$ cat src/rtl/core/pps_pkg.sv
// ----------------------------------------------------------------------------
// pps_pkg
// Shared widths, types and helpers for the polygon plane split/clip block.
// ----------------------------------------------------------------------------
package pps_pkg;

	localparam int COORD_BITS = 16;
	localparam int NORM_W     = 16;
	localparam int OFF_W      = 34;
	localparam int CFG_IDX_W  = 3;
	// Signed distance width: three products plus offset, with headroom.
	localparam int DIST_W  = ((COORD_BITS + 18 > OFF_W) ? COORD_BITS + 18 : OFF_W) + 2;
	localparam int A_W     = COORD_BITS + 2;
	localparam int B_W     = DIST_W + 1;
	localparam int PROD_W  = A_W + B_W;
	localparam int QB      = COORD_BITS + 1;
	localparam int DEN_W   = DIST_W + 1;
	localparam int CNT_W   = $clog2(QB + 1);

	typedef enum logic [CFG_IDX_W-1:0] {
		REG_NORMAL_X   = 3'd0,
		REG_NORMAL_Y   = 3'd1,
		REG_NORMAL_Z   = 3'd2,
		REG_OFFSET     = 3'd3,
		REG_EMIT_POS   = 3'd4
	} cfg_reg_t;

	typedef struct packed {
		logic signed [NORM_W-1:0] nx;
		logic signed [NORM_W-1:0] ny;
		logic signed [NORM_W-1:0] nz;
		logic signed [OFF_W-1:0]  off;
		logic                     emit_pos;
	} cfg_t;

	typedef enum logic [1:0] {
		ARITH_IDLE,
		ARITH_MUL,
		ARITH_DIV_LOAD,
		ARITH_DIV_STEP
	} arith_op_t;

	typedef struct packed {
		logic signed [PROD_W-1:0] prod;
		logic [QB-1:0]            quo;
	} arith_res_t;

	typedef enum logic [3:0] {
		ST_IDLE,
		ST_DMUL,
		ST_DFIN,
		ST_PLAN,
		ST_EDGE,
		ST_XMUL,
		ST_XLOAD,
		ST_XDIV,
		ST_XSTORE,
		ST_EMIT,
		ST_DONE
	} state_t;

	// Result slots of one edge, in emission order.
	localparam logic [1:0] SLOT_NEG_KEEP  = 2'd0;
	localparam logic [1:0] SLOT_NEG_CROSS = 2'd1;
	localparam logic [1:0] SLOT_POS_KEEP  = 2'd2;
	localparam logic [1:0] SLOT_POS_CROSS = 2'd3;

	// Which slots an edge (p,q) emits.
	function automatic logic [3:0] edge_plan(input logic signed [DIST_W-1:0] dp,
			input logic signed [DIST_W-1:0] dq, input logic emit_pos);
		logic [3:0] m;
		logic pn, pz, qn, qz;
		pn = dp[DIST_W-1];
		pz = (dp == '0);
		qn = dq[DIST_W-1];
		qz = (dq == '0);
		m[SLOT_NEG_KEEP]  = pn;
		m[SLOT_NEG_CROSS] = (pn && !qn) || (!pn && qn);
		m[SLOT_POS_KEEP]  = emit_pos && !pn && !pz;
		m[SLOT_POS_CROSS] = emit_pos && (((!pn && !pz) && (qn || qz))
			|| ((pn || pz) && (!qn && !qz)));
		return m;
	endfunction

endpackage

$ cat src/rtl/core/pps_arith.sv
// ----------------------------------------------------------------------------
// pps_arith
// Shared arithmetic unit: one signed multiplier and a restoring divide step.
// ----------------------------------------------------------------------------
module pps_arith (
	input  logic                               clk,
	input  pps_pkg::arith_op_t                 op,
	input  logic signed [pps_pkg::A_W-1:0]     a,
	input  logic signed [pps_pkg::B_W-1:0]     b,
	input  logic [pps_pkg::DEN_W-1:0]          den,
	output pps_pkg::arith_res_t                res
);

	logic signed [pps_pkg::PROD_W-1:0] prod_q;
	logic [pps_pkg::DEN_W-1:0]         rem_q;
	logic [pps_pkg::QB-1:0]            num_q;
	logic [pps_pkg::QB-1:0]            quo_q;
	logic [pps_pkg::PROD_W-1:0]        mag;
	logic [pps_pkg::DEN_W:0]           trial;
	logic [pps_pkg::DEN_W:0]           diff;
	logic                              fits;

	assign mag   = prod_q[pps_pkg::PROD_W-1] ? (~prod_q + 1'b1) : prod_q;
	assign trial = {rem_q, num_q[pps_pkg::QB-1]};
	assign diff  = trial - {1'b0, den};
	assign fits  = (trial >= {1'b0, den});

	always_ff @(posedge clk) begin
		unique case (op)
			pps_pkg::ARITH_MUL: begin
				prod_q <= a * b;
			end
			pps_pkg::ARITH_DIV_LOAD: begin
				// The top part of the numerator is already below the divisor.
				rem_q <= mag[pps_pkg::QB +: pps_pkg::DEN_W];
				num_q <= mag[pps_pkg::QB-1:0];
				quo_q <= '0;
			end
			pps_pkg::ARITH_DIV_STEP: begin
				rem_q <= fits ? diff[pps_pkg::DEN_W-1:0] : trial[pps_pkg::DEN_W-1:0];
				num_q <= {num_q[pps_pkg::QB-2:0], 1'b0};
				quo_q <= {quo_q[pps_pkg::QB-2:0], fits};
			end
			default: ;
		endcase
	end

	assign res.prod = prod_q;
	assign res.quo  = quo_q;

endmodule

$ cat config.mk
export PLATFORM = sky130hd
export DESIGN_NAME = pps_arith
export DESIGN_NICKNAME = d
export VERILOG_FILES = /design/src/rtl/core/pps_pkg.sv /design/src/rtl/core/pps_arith.sv
export SDC_FILE = /design/constraint.sdc
export NUM_CORES = 2
export LEC_CHECK = 0
export BUFFER_PORTS_ARGS = -buffer_cell sky130_fd_sc_hd__buf_2
export CAP_MARGIN = 0
export CORE_MARGIN = 2
export CORE_UTILIZATION = 45
export CTS_BUF_LIST = sky130_fd_sc_hd__clkbuf_4 sky130_fd_sc_hd__clkbuf_8
export DETAILED_ROUTE_END_ITERATION = 10
export SKIP_CTS_REPAIR_TIMING = 1
export SLEW_MARGIN = 20
export SYNTH_ARGS = -nofsm -noshare
export SYNTH_HDL_FRONTEND = slang
export SYNTH_SLANG_ARGS = --single-unit
$ cat constraint.sdc
create_clock -name clk -period 12.4 [get_ports clk]
set_input_delay 0.62 -clock clk [delete_from_list [all_inputs] [get_ports clk]]
set_output_delay 0.62 -clock clk [all_outputs]
set_load 0.005 [all_outputs]
After elaboration in Yosys (flattened, before gate mapping)
Index checks and enable logic that the tools add are counted.
Word-level totals
  flip-flop bits (word level): 126
  latch bits: 0
  RAM bits: 0
  bits in read-only memories: 0
  input bits: 95
  logic and storage cells: 18
  memories: 0
Operators by class
  add/subtract/negate cells: 2
  multipliers: 1
  div/mod/pow operators: 0
  order comparisons: 1
  equality and inequality tests: 3
  shift-type cells: 0
  mux-type cells: 5
  bitwise gates (word level): 1
  reduce and logical (&&, ||, !) cells: 1
Operators by type and width (count)
  $pmux 37 s2: 1
  $pmux 17 s2: 2
  $mul 18x37->55: 1
  $add 54x1->54 const B: 1
  $mux 54: 1
  $not 54->54: 1
  $ge 38x37->1: 1
  $mux 37: 1
  $sub 37x37->37: 1
  $eq 2x2->1 const B: 2
  $eq 2x1->1 const B: 1
  $reduce_bool 2->1: 1

Depth between registers and ports, before layout
  depth in word-level cells: 4
  depth in mapped cells: 27

Least setup slack after synthesis
No wires, ideal clock.
  kind: in2reg
  start: in a[9] (netlist name)
  end: reg prod_q[51] (netlist name), data pin
  setup time: 195 ps
  data arrival time: 6903 ps
  data required time: 12205 ps
  setup slack: 5302 ps
  stages: 24
  cell sequence: clkbuf_1 -> clkbuf_1 -> nand2_1 -> fa_1 -> inv_1 -> fa_1 -> inv_1 -> fa_1 -> inv_1 -> fa_1 -> fa_1 -> inv_1 -> fa_1 -> inv_1 -> ha_1 -> a211oi_1 -> o21ai_0 -> a221oi_1 -> and2_1 -> a21oi_1 -> a211o_1 -> o211a_1 -> or4b_2 -> o311ai_0
On the way
  cells in the longest elaborated chain, start to end: 1
Ends and longest elaborated chain
  start: declaration: line pps_arith.sv:8  | input logic signed [pps_pkg::A_W-1:0] a,
  $mul 18x37->55: line pps_arith.sv:31  | prod_q <= a * b;
  end signal: assignment: line pps_arith.sv:31
  end: declaration: line pps_arith.sv:14  | logic signed [pps_pkg::PROD_W-1:0] prod_q;
No other way between the ends.
A chain may end at the register's enable or synchronous reset.

Final worst setup path
  start: in a[0] (netlist name)
  end: reg prod_q[50] (netlist name), data pin
The elaborated chain is that of the path after synthesis.

==> impl_results.md <==
* Core Area at 68300 µm²
* Worst reg-to-reg path cell count at 11
* Synth area leader: fa_1
* Syn_area_per_cell at between 8 and 9 µm²
* Final nets at 4384
* Clock latency on the worst-skew pair at 0.47 ns
* Initial core utilization at 0.453
* Crit path launch type: input pin
* Most used DFF post-synth: edfxtp_1
* Die Height at 266 µm
* CP peak stage delay at 0.73 ns
* Layout cells sized above 1 at 0.0643
* Area grow syn2layout at 5.71%
* Final Hold Vio Count at 0
* CTS HTree Levels at 4
* Post-route ant nets at 0
* CTS buffer count at 17
* Synth unique cells at 65
* Top routing layer in use: met4
* Filler cell count at 6659
* CTS tree: yes
* Yosys top cell area share at 0.410
* First-pass GRT wire length at 135000 µm
* Vias in the first global route at 24.1k
* Slowest CP cell: buf_2
* Cell Area, Synth at 30900 µm²
* Ys async rst share at 0
* Seq cells post-synth at 126
* Die area at just over 70000 µm²
* Crit Path Max Fanout at 37
* Wire per inst at about 19 µm
* Initial antenna violation count at 3
* Tot GR Track Use at 0.245
* Flop2flop setup slack at 8.36 ns
* FMAX at 134 MHz
* Synth top area cells: fa_1 (41%), edfxtp_1 (12%), inv_1 (9.9%)
* Max Cap Viol at 0
* Min-delay src: op[1]
* Clock sinks at approximately 130
* Synth Net Count at between 4k and 5k
* GPL Wtd Cong at 0.868
* Util after Layout at 0.479
* Final Max Slew Viols at 0
* Reg2reg end: rem_q[32]
* Vias per cell at 5.24
* Final wirelength at ~84000 µm
* Hold crit path type: in2reg
* Clk slew on worst S/H paths at 0.08 ns
* Floorplan row count at between 90 and 100
* DR pass1 iterations at 5
* Setup crit end kind: flop
* Port Buffer Count at 166
* M1 WL at 38700 µm
* DRC violations left at 0
* Root Buffer: clkbuf_8
* Post-synth EDFFs at 126
* DRT iter0 DRCs at 1588
* Post-synthesis sequential area ratio at 0.122
* Die width at 266 µm
* Reg-to-Reg Start: rem_q[17]
* Post-route clock period utilization at 0.603
* Worst slew pin tran at 1.13 ns
* Clock skew at 0.0164 ns
* Worst path cell trace: buf_2 > nand2_1 > fa_1 > inv_1 > fa_1 > inv_1 > fa_1 > fa_1 > inv_1 > fa_1 > inv_1 > fa_1 > inv_1 > ha_1 > a21oi_1 > and2_1 > a2111o_1 > a21oi_1 > a31oi_1 > o31ai_1 > mux2i_1 > a2111oi_0
* Cell mode on critical path: fa_1
* Max clock buf depth at 2
* Status: finished, final reports clean
* Hold WS at 0.458 ns
* Min cycle time layout at 7.47 ns
* Largest net degree at the start of global routing at 82
* Final number of setup-violating endpoints at 0
* Hold endpoint: quo_q[2]
* YS warnings at 0
* RSZ-0062 raised after global routing: false
* Routed wire length on met2 at 37300 µm
* DR vias at ~23k
* Met3 WL at ~6600 µm
* GR Overflow Total at 0
* Final HPWL DP at 63800 µm
* Slew headroom at 0.249
* Total Neg Setup Slack at 0 ns
* Worst path required time at 12.63 ns
* Worst Path Arrival at 7.71 ns
* Num ports at approximately 170
* Cells after synthesis at around 3.5k
* Hold Crit Depth at 1
* Setup CP Type: in2reg
==> worst max-delay path: cells and delay by family <==
| family | cells | cell delay (ns) |
|---|---|---|
| and+or+nand+nor | 2 | 0.34 |
| AOI/OAI and AO/OA | 6 | 2.15 |
| adders and majority gates | 7 | 3.41 |
| muxes | 1 | 0.16 |
| buffers and inverters | 6 | 1.00 |
==> per-stage QoR <==
step / cells / setup WS (ns) / instance area (µm²)
2_1_floorplan: 3469 / 5.30 / 30900
3_3_place_gp: 4349 / 4.58 / 32300
3_5_place_dp: 4349 / 4.51 / 32300
4_1_cts: 4380 / 5.02 / 32700
5_1_grt: 4382 / 4.52 / 32700
6_report: 4382 / 4.93 / 32700
==> metal layers <==
layer,GRT usage,vias up
met3,0.0371,77
met5,0,-
li1,-,10600
met2,0.385,811
met4,0.0418,0
met1,0.364,11500
==> flip-flops by register name (all words and copies together), names as in the netlist <==
name	cells
quo_q	17
num_q	17
prod_q	55
rem_q	37
==> cells by family (layout without fill, tap and decap cells) <==
family                   count (synthesis)  count (layout)  share of synthesized area
flip-flops                             126             126                      0.122
other                                    0               2                          0
buffers and inverters                  991            1020                      0.120
AO/OA/AOI/OAI                          390             390                     0.0836
XOR/XNOR                               129             129                     0.0365
AND/OR/NAND/NOR                       1006            1006                      0.151
multiplexers                            24              24                    0.00785
adder cells (fa/ha/maj)                803             803                      0.479
==> cells in the final DEF (no fill, tap or decap), types with 14 or more instances in the layout <==
cell and instances:
inv_1 812, fa_1 634, nand2_1 533, and2_1 188, ha_1 169, buf_2 165, edfxtp_1 126, nor2_1 119
a21oi_1 95, o21ai_0 82, xnor2_1 78, a21o_1 53, xor2_1 51, nand2b_1 27, and3_1 26, nand3_1 25
o31ai_1 24, mux2i_1 22, nor3_1 21, o21a_1 18, o21bai_1 18, a221oi_1 17, clkbuf_8 17, a31oi_1 15
nand4_1 14
==> worst max-delay path by stage <==
stage / start / endpoint / slack, ns / depth (start not counted)
2_1_floorplan: a[9] / prod_q[51] / 5.30 / 24
3_3_place_gp: a[10] / prod_q[51] / 4.58 / 23
3_5_place_dp: a[10] / prod_q[51] / 4.51 / 23
4_1_cts: a[10] / prod_q[51] / 5.02 / 23
5_1_grt: a[0] / prod_q[50] / 4.52 / 22
6_report: a[0] / prod_q[50] / 4.93 / 22
==> cell usage after synthesis (6+ instances only) <==
cell,n
o31a_1,6
o21a_1,18
o21ai_0,82
a211oi_1,10
ha_1,169
nor2b_1,6
fa_1,634
xor2_1,51
o211ai_1,7
and3_1,26
nand4_1,14
a221oi_1,17
inv_1,812
nor3_1,21
mux2i_1,22
edfxtp_1,126
o41ai_1,6
nand3_1,25
nor2_1,119
a31oi_1,16
nand2b_1,27
and2_1,189
xnor2_1,78
a21o_1,53
o31ai_1,24
o21bai_1,18
nand2_1,533
or3_1,8
or4_1,10
a21oi_1,95
nor4_1,9
clkbuf_1,176
==> layout make-up <==
cell class                      instances  area [µm²]  area share
Tap cell                              882        1100      0.0337
Clock inverter                         14         158     0.00482
Antenna cell                            2        5.00    0.000153
Multi-Input combinational cell       2352       23500       0.717
Sequential cell                       126        3780       0.116
Inverter                              812        3050      0.0932
Timing Repair Buffer                  177         916      0.0280
Clock buffer                           17         234     0.00715
Power is not shown: default switching activity piles up to over one toggle a cycle in this logic, so the estimate is an artifact.
