===== src/rtl/core/pps_pkg.sv =====
// ----------------------------------------------------------------------------
// pps_pkg
// Shared widths, types and helpers for the polygon plane split/clip block.
// ----------------------------------------------------------------------------
package pps_pkg;

	localparam int COORD_BITS = 16;
	localparam int NORM_W     = 16;
	localparam int OFF_W      = 34;
	localparam int CFG_IDX_W  = 3;
	// Signed distance width: three products plus offset, with headroom.
	localparam int DIST_W  = ((COORD_BITS + 18 > OFF_W) ? COORD_BITS + 18 : OFF_W) + 2;
	localparam int A_W     = COORD_BITS + 2;
	localparam int B_W     = DIST_W + 1;
	localparam int PROD_W  = A_W + B_W;
	localparam int QB      = COORD_BITS + 1;
	localparam int DEN_W   = DIST_W + 1;
	localparam int CNT_W   = $clog2(QB + 1);

	typedef enum logic [CFG_IDX_W-1:0] {
		REG_NORMAL_X   = 3'd0,
		REG_NORMAL_Y   = 3'd1,
		REG_NORMAL_Z   = 3'd2,
		REG_OFFSET     = 3'd3,
		REG_EMIT_POS   = 3'd4
	} cfg_reg_t;

	typedef struct packed {
		logic signed [NORM_W-1:0] nx;
		logic signed [NORM_W-1:0] ny;
		logic signed [NORM_W-1:0] nz;
		logic signed [OFF_W-1:0]  off;
		logic                     emit_pos;
	} cfg_t;

	typedef enum logic [1:0] {
		ARITH_IDLE,
		ARITH_MUL,
		ARITH_DIV_LOAD,
		ARITH_DIV_STEP
	} arith_op_t;

	typedef struct packed {
		logic signed [PROD_W-1:0] prod;
		logic [QB-1:0]            quo;
	} arith_res_t;

	typedef enum logic [3:0] {
		ST_IDLE,
		ST_DMUL,
		ST_DFIN,
		ST_PLAN,
		ST_EDGE,
		ST_XMUL,
		ST_XLOAD,
		ST_XDIV,
		ST_XSTORE,
		ST_EMIT,
		ST_DONE
	} state_t;

	// Result slots of one edge, in emission order.
	localparam logic [1:0] SLOT_NEG_KEEP  = 2'd0;
	localparam logic [1:0] SLOT_NEG_CROSS = 2'd1;
	localparam logic [1:0] SLOT_POS_KEEP  = 2'd2;
	localparam logic [1:0] SLOT_POS_CROSS = 2'd3;

	// Which slots an edge (p,q) emits.
	function automatic logic [3:0] edge_plan(input logic signed [DIST_W-1:0] dp,
			input logic signed [DIST_W-1:0] dq, input logic emit_pos);
		logic [3:0] m;
		logic pn, pz, qn, qz;
		pn = dp[DIST_W-1];
		pz = (dp == '0);
		qn = dq[DIST_W-1];
		qz = (dq == '0);
		m[SLOT_NEG_KEEP]  = pn;
		m[SLOT_NEG_CROSS] = (pn && !qn) || (!pn && qn);
		m[SLOT_POS_KEEP]  = emit_pos && !pn && !pz;
		m[SLOT_POS_CROSS] = emit_pos && (((!pn && !pz) && (qn || qz))
			|| ((pn || pz) && (!qn && !qz)));
		return m;
	endfunction

endpackage


===== src/rtl/core/pps_regs.sv =====
// ----------------------------------------------------------------------------
// pps_regs
// Plane configuration registers written through the configuration port.
// ----------------------------------------------------------------------------
module pps_regs (
	input  logic                           clk,
	input  logic                           arst_n,
	input  logic                           cfg_valid,
	input  logic                           cfg_ready,
	input  logic [pps_pkg::CFG_IDX_W-1:0]  cfg_index,
	input  logic [pps_pkg::OFF_W-1:0]      cfg_data,
	output pps_pkg::cfg_t                  cfg
);

	pps_pkg::cfg_t cfg_q;

	always_ff @(posedge clk or negedge arst_n) begin
		if (!arst_n) begin
			cfg_q.nx       <= '0;
			cfg_q.ny       <= '0;
			cfg_q.nz       <= pps_pkg::NORM_W'(1);
			cfg_q.off      <= '0;
			cfg_q.emit_pos <= 1'b1;
		end else if (cfg_valid && cfg_ready) begin
			unique case (cfg_index)
				pps_pkg::REG_NORMAL_X: cfg_q.nx <= cfg_data[pps_pkg::NORM_W-1:0];
				pps_pkg::REG_NORMAL_Y: cfg_q.ny <= cfg_data[pps_pkg::NORM_W-1:0];
				pps_pkg::REG_NORMAL_Z: cfg_q.nz <= cfg_data[pps_pkg::NORM_W-1:0];
				pps_pkg::REG_OFFSET:   cfg_q.off <= cfg_data;
				pps_pkg::REG_EMIT_POS: cfg_q.emit_pos <= cfg_data[0];
				default: ;
			endcase
		end
	end

	assign cfg = cfg_q;

endmodule


===== config.mk =====
export PLATFORM = sky130hd
export DESIGN_NAME = pps_regs
export DESIGN_NICKNAME = d
export VERILOG_FILES = /design/src/rtl/core/pps_pkg.sv /design/src/rtl/core/pps_regs.sv
export SDC_FILE = /design/constraint.sdc
export NUM_CORES = 1
export LEC_CHECK = 0
export BUFFER_PORTS_ARGS = -buffer_cell sky130_fd_sc_hd__buf_2
export CAP_MARGIN = 5
export CORE_AREA = 3 3 86 88
export CTS_CLUSTER_SIZE = 30
export DETAILED_ROUTE_END_ITERATION = 8
export DIE_AREA = 0 0 89 91
export GPL_TIMING_DRIVEN = 0
export PLACE_DENSITY = 0.77
export REMOVE_ABC_BUFFERS = 1
export SYNTH_ARGS = -nofsm -noshare
export SYNTH_HDL_FRONTEND = slang
export SYNTH_SLANG_ARGS = --single-unit

===== constraint.sdc =====
create_clock -name clk -period 1.2 [get_ports clk]
set_clock_uncertainty 0.2 [all_clocks]
set_input_delay 0.18 -clock clk [delete_from_list [all_inputs] [get_ports clk]]
set_output_delay 0.18 -clock clk [all_outputs]
set_load 0.01 [all_outputs]

==> After elaboration in Yosys (flattened, before gate mapping) <==
Index checks and enable logic that the tools add are counted.
{ "classes": {"eq_ne": 4, "n_reduce_logical": 7} }
{ "op_table": {"columns": ["op", "count"], "rows": [
  ["$reduce_and 2->1", 5],
  ["$eq 3x2->1 const B", 2],
  ["$eq 3x1->1 const B", 1],
  ["$eq 3x3->1 const B", 1],
  ["$logic_not 3->1", 1],
  ["$logic_and 1x1->1", 1]
]} }
{ "totals": {"ff_bits": 83, "input_bits": 41, "output_inout_bits": 83, "word_cells": 16} }

==> Depth between registers and ports, before layout <==
Gate-level depths: netlist (run 1).
{ "logic_depth": {"depth_word": 2, "mapped_depth": 5} }

==> Worst setup path before layout (run 1) <==
Ideal clock, no wire load.
{ "synth_path": {"kind": "input-to-reg", "start": "input port cfg_index[2] (netlist bit)", "end": "register cfg_q, in the netlist cfg[67]", "arrival_time_ps": 1285, "required_time_ps": 875, "setup_slack_ps": -410, "cell_stages": 4, "n_path_buf": 2, "path_cell_list": "or4_1 buf_6 buf_8 mux2_4"} }
{ "synth_between": {"elab_chain_cells": 2} }
{ "synth_rtl": {"columns": ["item", "line", "rtl"], "rows": [
  ["from (decl)", "pps_regs.sv:10", "input logic [pps_pkg::CFG_IDX_W-1:0] cfg_index,"],
  ["$logic_not 3->1", "pps_regs.sv:25", "unique case (cfg_index)"],
  ["$reduce_and 2->1 (no source line)", null, null],
  ["to (decl)", "pps_regs.sv:15", "pps_pkg::cfg_t cfg_q;"]
]} }
Every way passes these cells.
A chain may end at the register's enable or synchronous reset.

==> Worst setup path after layout (run 1) <==
{ "layout_path": {"start": "register cfg_q, in the netlist cfg[35]", "end": "output port cfg[35] (netlist bit)"} }
{ "layout_lines": {"columns": ["item", "line", "rtl"], "rows": [
  ["to (decl)", "pps_regs.sv:12", "output pps_pkg::cfg_t cfg"]
]} }
No word-level cell between the ends.

==> results.cfg, run 1 <==
[synthesis]
syn_inst = 180
ys_warn_count = 0
synth_area_mm2 = 0.003184
ys_seq_elements = 83
syn_avg_cell_area_um2 = 17.69
synth.yosys.seq_area_share_pct = 65.30
yosys-top-cells-count = 81 x dfrtp_1, 73 x mux2_2, 10 x mux2_4, 4 x buf_2, 2 x dfstp_2
synthTopCellsByArea = dfrtp_1 64%, mux2_2 26%, mux2_4 4.7%, dfstp_2 1.7%, nor4b_4 0.75%
async_flop_share_pct = 100.0
synth_top_area_cell = dfrtp_1
synth_ff_type = dfrtp_1
synth.most_common_cell = dfrtp_1
synth-edff-count = 0
netlist.area_leader.share_pct = 63.65
synth_cell_type_count = 15

[clocking]
clock_path_buffers = 2
htree_levels = 3
cts_root_buffer = clkbuf_8
cts_tree = built
cts_made_buffers = 9
clk_pin_slew_ns = 0.09
clk_latency_ns = 0.34
cts_sinks = 83

[hold_path]
hp-class = input port to register
holdPathStages = 3
worstHoldStart = cfg_index[0]

[floorplan]
rows = 30
die_area_mm2 = 0.008099
core_area_mm2 = 0.006719
die_h_um = 91
die_x_um = 89
start_util_pct = 47.39
num_io_pins = 124

[setup_path]
rr_startpoint = cfg[46]$_DFFE_PN0P_
critPathCaptureType = primary output
start_kind = register
critical_path_class = register to primary output
cp_cell_sequence = buf_6
cp_slowest_stage_delay_ns = 0.57
cp.arrival_ns = 1.03
worstPathRequired_ns = 0.82
slowest_stage = dfstp_2
critical_path.max_fanout = 2
cp.depth = 1
cp_top_family = flip-flops
cp_num_buf_inv = 1
r2r_cells = 3
critPathLaunch = cfg[35]$_DFFE_PN1P_

[sta]
setup_viol = 115
slew_viol_final = 0
worst_pin_slew_ns = 0.3312
finalHoldViolations = 0
maxSlewHeadroom_pct = 77.92
rsz0062_at_grt = true
min_period_ns = 1.415
setup_ws_ns = -0.2149
clock.fmax_mhz = 706.8
period_share_pct = 117.9

[finish]
fin_nets = 432
fill_cells = 381
n_antenna_cell = 0
final_util_pct = 77.28
largest_register_ffs = 83
syn2layout_area_growth_pct = 63.06
layout-drive-gt1-share_pct = 70.13

[power]
power.density_mw_per_mm2 = 1754
ir_worst_vdd_mv = 1.029
p_total_uw = 9106
power_leakage_uw = 0.002629

[job]
cap_violations = 0

[global_route]
antenna_found_initial = 0
overflow = 0
track_usage_pct = 21.30
grt_max_degree = 62
first_global_vias = 2504
grt_pass1_wl_um = 13060

[placed_design]
io_buffer_count = 123
hpwlAfterDp_um = 4622
gp_congestion = 0.7342

[run_status]
violations = negative setup slack
status = finished, violations left

[drt]
via_per_inst = 5.177
drc = 0
first_pass_iters = 4
drt_iter0_drc = 97
vias = 2459
postRouteAntennaNets = 0
wl_um = 10130
wl_per_cell_um = 21.32
[layout by cell type, fill, tap and decap left out]
master and instances:
buf_12 2, buf_16 1, buf_2 95, buf_4 36, buf_6 32, buf_8 4
bufinv_16 3, clkbuf_1 1, clkbuf_16 1, clkbuf_8 9, clkinv_2 1, clkinvlp_4 1
dfrtp_1 81, dfstp_2 2, dlygate4sd3_1 35, mux2_2 50, mux2_4 33, nand2_8 1
nand4_1 1, nor2b_4 1, nor3b_4 1, nor4b_4 1, or4_4 2, or4b_2 1
[power by group]
group,leakage [uW],switching [uW],total [uW],internal (uW)
combinational,0.00150,1140,2890,1740
clock,0.000112,973,2340,1370
sequential,0.00101,420,3880,3460
total,0.00263,2540,9110,6570
[metrics by stage]
stage | std cells | worst slack, ns | setup TNS (ns) | area [um^2] | hold WS [ns]
detailed placement | 379 | -0.9802 | -72.42 | 3906 | -0.09791
global placement | 376 | -1.960 | -181.77 | 3846 | 0.2110
finish | 475 | -0.2149 | -5.805 | 5192 | 0.06095
global route | 475 | -0.2435 | -8.933 | 5192 | 0.03517
floorplan | 173 | -1.046 | -57.57 | 3131 | -0.3156
CTS | 459 | -0.1830 | -5.530 | 4815 | 0.01373
[per-layer routing]
metal  global-route usage, %  routed length, um  vias to the layer above
li1                        -                  -                     1062
met1                   25.27               3954                     1252
met2                   36.39               5151                      128
met3                   7.078                860                       17
met4                   6.079                160                        0
met5                       0                  0                        -
[cell families (layout without fill, tap and decap cells)]
logic type	count (synthesis)	after routing	synth area share [%]
muxes	83	83	30.53
and+or+nand+nor	7	8	2.476
DFF	83	83	65.30
buffers and inverters	7	221	1.690
[what timing repair did]
| item | CTS | global route |
|---|---|---|
| hold buffers | 35 | 0 |
| cloned | 1 | 1 |
| hold endpoints to repair | 164 | 0 |
| buffers inserted | 29 | 17 |
| endpoints found under the setup margin | 165 | 149 |
| resized for setup | 21 | 53 |
| pin swaps | 2 | 2 |
[worst paths after layout]
| check | to | slack [ns] |
|---|---|---|
| worst max-delay path | cfg[35] | -0.21 |
| worst min-delay path | cfg[0]$_DFFE_PN1P_ | 0.06 |
| worst max register to register | cfg[46]$_DFFE_PN0P_ | -0.04 |
| worst min register to register | cfg[31]$_DFFE_PN0P_ | 0.30 |
| max in group asynchronous | cfg[0]$_DFFE_PN1P_ | 0.05 |
| min in group asynchronous | cfg[65]$_DFFE_PN0P_ | 0.10 |
[cell type report]
type	instances	area, um^2	area share, %
clock buffer	10	127.6	2.458
clock inverter	5	102.6	1.976
tap	80	100.1	1.928
timing repair buffer	206	1609	30.99
multi-input combinational	91	1174	22.60
sequential	83	2079	40.05
Note: power is estimated with default switching activity, not from simulation.
==> run 2: changes to the inputs <==
--- a/config.mk
+++ b/config.mk
@@ -9,8 +9,10 @@
 export CAP_MARGIN = 5
-export CORE_AREA = 3 3 86 88
+export CELL_PAD_IN_SITES_DETAIL_PLACEMENT = 0
+export CELL_PAD_IN_SITES_GLOBAL_PLACEMENT = 1
+export CORE_AREA = 3 3 95 97
 export CTS_CLUSTER_SIZE = 30
 export DETAILED_ROUTE_END_ITERATION = 8
-export DIE_AREA = 0 0 89 91
+export DIE_AREA = 0 0 98 100
 export GPL_TIMING_DRIVEN = 0
-export PLACE_DENSITY = 0.77
+export PLACE_DENSITY_LB_ADDON = 0.1
 export REMOVE_ABC_BUFFERS = 1
==> constraint.sdc (replaced) <==
create_clock -name clk -period 1.2 [get_ports clk]
set_clock_uncertainty 0.2 [all_clocks]
set_input_delay 0.24 -clock clk [delete_from_list [all_inputs] [get_ports clk]]
set_output_delay 0.24 -clock clk [all_outputs]
set_load 0.01 [all_outputs]
==> results.cfg, run 2 (same netlist as run 1, synthesis figures left out) <==
[finish]
fin_nets = 432
final_common_cell = buf_2
final_cell_mix = 94 x buf_2, 81 x dfrtp_1, 43 x mux2_4
layout-drive-gt1-share_pct = 70.20
fin_cells = 501
syn2layout_area_growth_pct = 64.60
largest_register_ffs = 83
n_antenna_cell = 0
stdcell_area_mm2 = 0.005241

[floorplan]
die_area_mm2 = 0.009800
rows = 33
num_io_pins = 124
core_area_mm2 = 0.008217
die_x_um = 98
start_util_pct = 38.75
die_h_um = 100

[setup_path]
worstPathRequired_ns = 0.76
cp_top_family = flip-flops
rr_endpoint = cfg[67]$_DFFE_PN0P_
r2r_slack_ns = -0.02
cp_cell_sequence = buf_6
crit_end = cfg[0]
critPathLaunch = cfg[0]$_DFFE_PN1P_
slowest_stage = dfstp_2
cp.depth = 1
cp.arrival_ns = 0.99
r2r_cells = 3
critical_path.max_fanout = 2
critical_path_class = register to primary output
critPathCaptureType = primary output
start_kind = register
cp_num_buf_inv = 1
rr_startpoint = cfg[67]$_DFFE_PN0P_
cp_slowest_stage_delay_ns = 0.55

[placed_design]
hpwlAfterDp_um = 4847
gp_congestion = 0.6884
place_area_mm2 = 0.003945
io_buffer_count = 123
dpl.cell_count = 405

[clocking]
cts_root_buffer = clkbuf_8
clk_pin_slew_ns = 0.08
htree_levels = 3
cts_made_buffers = 9
cts_tree = built
postCtsHoldBufs = 33
cts_sinks = 83
clk_latency_ns = 0.33
clock_path_buffers = 2

[sta]
clock.fmax_mhz = 700.4
worst_pin_slew_ns = 0.5136
min_period_ns = 1.428
slew_viol_final = 0
finalHoldViolations = 38
setup_viol = 131
period_share_pct = 119.0
timing.hold.ws_ns = -0.3319
setup_ws_ns = -0.2277
maxSlewHeadroom_pct = 65.76
rsz0062_at_grt = true

[power]
ir_worst_vdd_mv = 0.9395
power.density_mw_per_mm2 = 1631
p_total_uw = 8547
power_leakage_uw = 0.002659

[run_status]
status = finished, violations left
violations = negative hold slack, negative setup slack

[drt]
via_per_inst = 4.657
postRouteAntennaNets = 0
vias = 2333
wl_per_cell_um = 16.26
drc = 0
drt_iter0_drc = 36
first_pass_iters = 4
wl_um = 8147

[global_route]
use_met1_pct = 22.09
first_global_vias = 2485
antenna_found_initial = 0
grtUsageMet2_pct = 26.91
overflow = 0
grt_pass1_wl_um = 12930
busiest_layer = met2
grt_max_degree = 46
grt_util_met3_pct = 6.254
track_usage_pct = 16.81

[hold_path]
hp-class = input port to async pin

[job]
cap_violations = 0
[run 2: cell types whose count changed in the layout (fill, tap and decap cells not counted), sizes merged, moves of 2 or more]
cell and change:
dlygate4sd3 -2, bufinv -2, buf +3, clkbuf +3
[run 2: worst min-delay path by stage]
stage | endpoint | cells past startpoint | slack [ns] | startpoint
2_1_floorplan | cfg[10]$_DFFE_PN0P_ | 0 | -0.26 | arst_n
3_3_place_gp | cfg[32]$_DFFE_PN0P_ | 2 | 0.27 | cfg_data[31]
3_5_place_dp | cfg[17]$_DFFE_PN0P_ | 1 | 0.05 | arst_n
4_1_cts | cfg[17]$_DFFE_PN0P_ | 1 | -0.33 | arst_n
5_1_grt | cfg[17]$_DFFE_PN0P_ | 1 | -0.31 | arst_n
6_report | cfg[17]$_DFFE_PN0P_ | 1 | -0.33 | arst_n
[run 2: layout make-up]
class	instances	area, um^2
Clock inverter	3	40.04
Tap cell	105	131.4
Multi-Input combinational cell	90	1204
Fill cell	631	2975
Clock buffer	13	148.9
Sequential cell	83	2079
Timing Repair Buffer	207	1638
[run 2: timing repair]
item / CTS / global route
gates cloned: 1 / 1
setup buffers: 29 / 16
hold endpoints to repair: 116 / 38
resized for setup: 67 / 17
setup endpoints to repair: 166 / 132
pin swaps: 5 / 4
[run 2: per-layer routing]
layer	vias to the layer above	wire, um
li1	1065	-
met1	1184	3555
met2	80	3965
met3	4	576
met4	0	51
met5	-	0
[run 2: report_power, final]
group          switching (uW)  total, uW  internal (uW)  leakage [uW]
registers                 360       3820           3460       0.00101
clock network             911       1930           1020     0.0000974
logic                    1020       2800           1780       0.00155
[run 2: metrics by stage]
step                      utilization (%)  TNS (ns)  worst slack (ns)
after detailed placement            48.01    -72.72            -1.069
final                               63.79    -14.28           -0.2277
after global routing                63.79    -18.97           -0.2665
after floorplan                         -    -62.55            -1.106
after CTS                           61.03    -14.82           -0.2386
after global placement              47.19   -206.69            -2.175
==> run 3: changes to the inputs <==
SETUP_SLACK_MARGIN = 0.4   (was default)
==> results.cfg, run 3 (same netlist as run 1, synthesis figures left out) <==
[clocking]
cts_tree = built
cts_root_buffer = clkbuf_8
htree_levels = 3
cts_made_buffers = 9
clk_pin_slew_ns = 0.08
clk_latency_ns = 0.34
clock_path_buffers = 2
cts_sinks = 83

[placed_design]
gp_congestion = 0.6884
dpl_worst_slack_ns = -1.069
hpwlAfterDp_um = 4847
dpl.cell_count = 405
io_buffer_count = 123

[setup_path]
crit_end = cfg[0]
critical_path.max_fanout = 2
cp_slowest_stage_delay_ns = 0.56
r2r_cells = 3
cp_num_buf_inv = 1
cp.arrival_ns = 1.00
cp_top_family = flip-flops
critical_path_class = register to primary output
start_kind = register
rr_startpoint = cfg[67]$_DFFE_PN0P_
cp.depth = 1
critPathCaptureType = primary output
slowest_stage = dfstp_2
critPathLaunch = cfg[0]$_DFFE_PN1P_
worstPathRequired_ns = 0.76
cp_cell_sequence = buf_6
rr_endpoint = cfg[67]$_DFFE_PN0P_
r2r_slack_ns = -0.02

[sta]
min_period_ns = 1.437
clock.fmax_mhz = 696.0
rsz0062_at_grt = true
fin_tns_setup_ns = -18.07
worst_pin_slew_ns = 0.3832
setup_viol = 166
finalHoldViolations = 155
period_share_pct = 119.7
setup_ws_ns = -0.2367
maxSlewHeadroom_pct = 74.34
slew_viol_final = 0
timing.hold.ws_ns = -0.4083

[finish]
final_cell_mix = 94 x buf_2, 81 x dfrtp_1, 49 x mux2_4
layout-drive-gt1-share_pct = 77.27
syn2layout_area_growth_pct = 60.83
fin_nets = 410
largest_register_ffs = 83
final_common_cell = buf_2
fin_cells = 479
n_antenna_cell = 0

[drt]
drt_iter0_drc = 28
via_per_inst = 4.722
drc = 0
wl_per_cell_um = 17.31
wl_um = 8290
postRouteAntennaNets = 0
vias = 2262
first_pass_iters = 4

[run_status]
status = finished, violations left
violations = negative hold slack, negative setup slack

[power]
p_seq_share_pct = 44.6
clkPwrFrac_pct = 22.6
switching_power_uw = 2305
power_leakage_uw = 0.002650
switching_share_pct = 26.92
comb_power_share_pct = 32.8
internal_power_uw = 6256
ir_worst_vdd_mv = 0.9824
power.density_mw_per_mm2 = 1672

[global_route]
grt_pass1_wl_um = 12710
first_global_vias = 2328
track_usage_pct = 16.63
grt_max_degree = 46
overflow = 0
antenna_found_initial = 0

[floorplan]
num_io_pins = 124
start_util_pct = 38.75
die_h_um = 100
die_x_um = 98
core_area_mm2 = 0.008217
die_area_mm2 = 0.009800
rows = 33

[hold_path]
hp-class = input port to async pin

[job]
cap_violations = 0
run 3: cell count changes in the layout (fill, tap and decap cells not counted), sizes merged:
cell	change
buf	+11
dlygate4sd3	-33
run 3: cell type report:
cell class              count  area (um^2)
repair buffers            185         1495
multi-input cells          90         1226
fillers                   649         3095
well taps                 105        131.4
flip-flops and latches     83         2079
clock inverters             3        40.04
clock buffers              13        148.9
run 3: through the flow:
stage          power [uW]  instance area, um^2  util [%]
2_1_floorplan        4771                 3131         -
3_3_place_gp         5697                 3877     47.19
3_5_place_dp         5750                 3945     48.01
4_1_cts              8339                 4880     59.39
5_1_grt              9038                 5121     62.33
6_report             8561                 5121     62.33
run 3: worst min-delay path by stage:
| stage | cells past startpoint | end | start |
|---|---|---|---|
| detailed placement | 1 | cfg[17]$_DFFE_PN0P_ | arst_n |
| CTS | 1 | cfg[17]$_DFFE_PN0P_ | arst_n |
| global placement | 2 | cfg[32]$_DFFE_PN0P_ | cfg_data[31] |
| floorplan | 0 | cfg[10]$_DFFE_PN0P_ | arst_n |
| global route | 1 | cfg[17]$_DFFE_PN0P_ | arst_n |
| finish | 1 | cfg[17]$_DFFE_PN0P_ | arst_n |
run 3: routing by layer:
layer | vias to the layer above | routed length, um | global-route usage (%)
met5 | - | 0 | 0
met4 | 0 | 53 | 3.514
met3 | 6 | 565 | 6.602
met2 | 82 | 3967 | 25.24
met1 | 1155 | 3704 | 22.77
li1 | 1019 | - | -
run 3: power by group through the flow:
stage | sequential [uW] | clock (uW) | combinational, uW
final | 3820 | 1930 | 2810
after global routing | 3910 | 2130 | 3000
after CTS | 3800 | 2010 | 2530
after detailed placement | 3820 | 0 | 1930
after global placement | 3790 | 0 | 1910
after floorplan | 4130 | 0 | 639
run 3: what timing repair did:
action / 4_1_cts / 5_1_grt
setup buffers: 36 / 18
setup endpoints to repair: 166 / 168
cloned: 3 / 1
pin swaps: 5 / 4
gates resized for setup: 82 / 17
hold endpoints to repair: 116 / 149
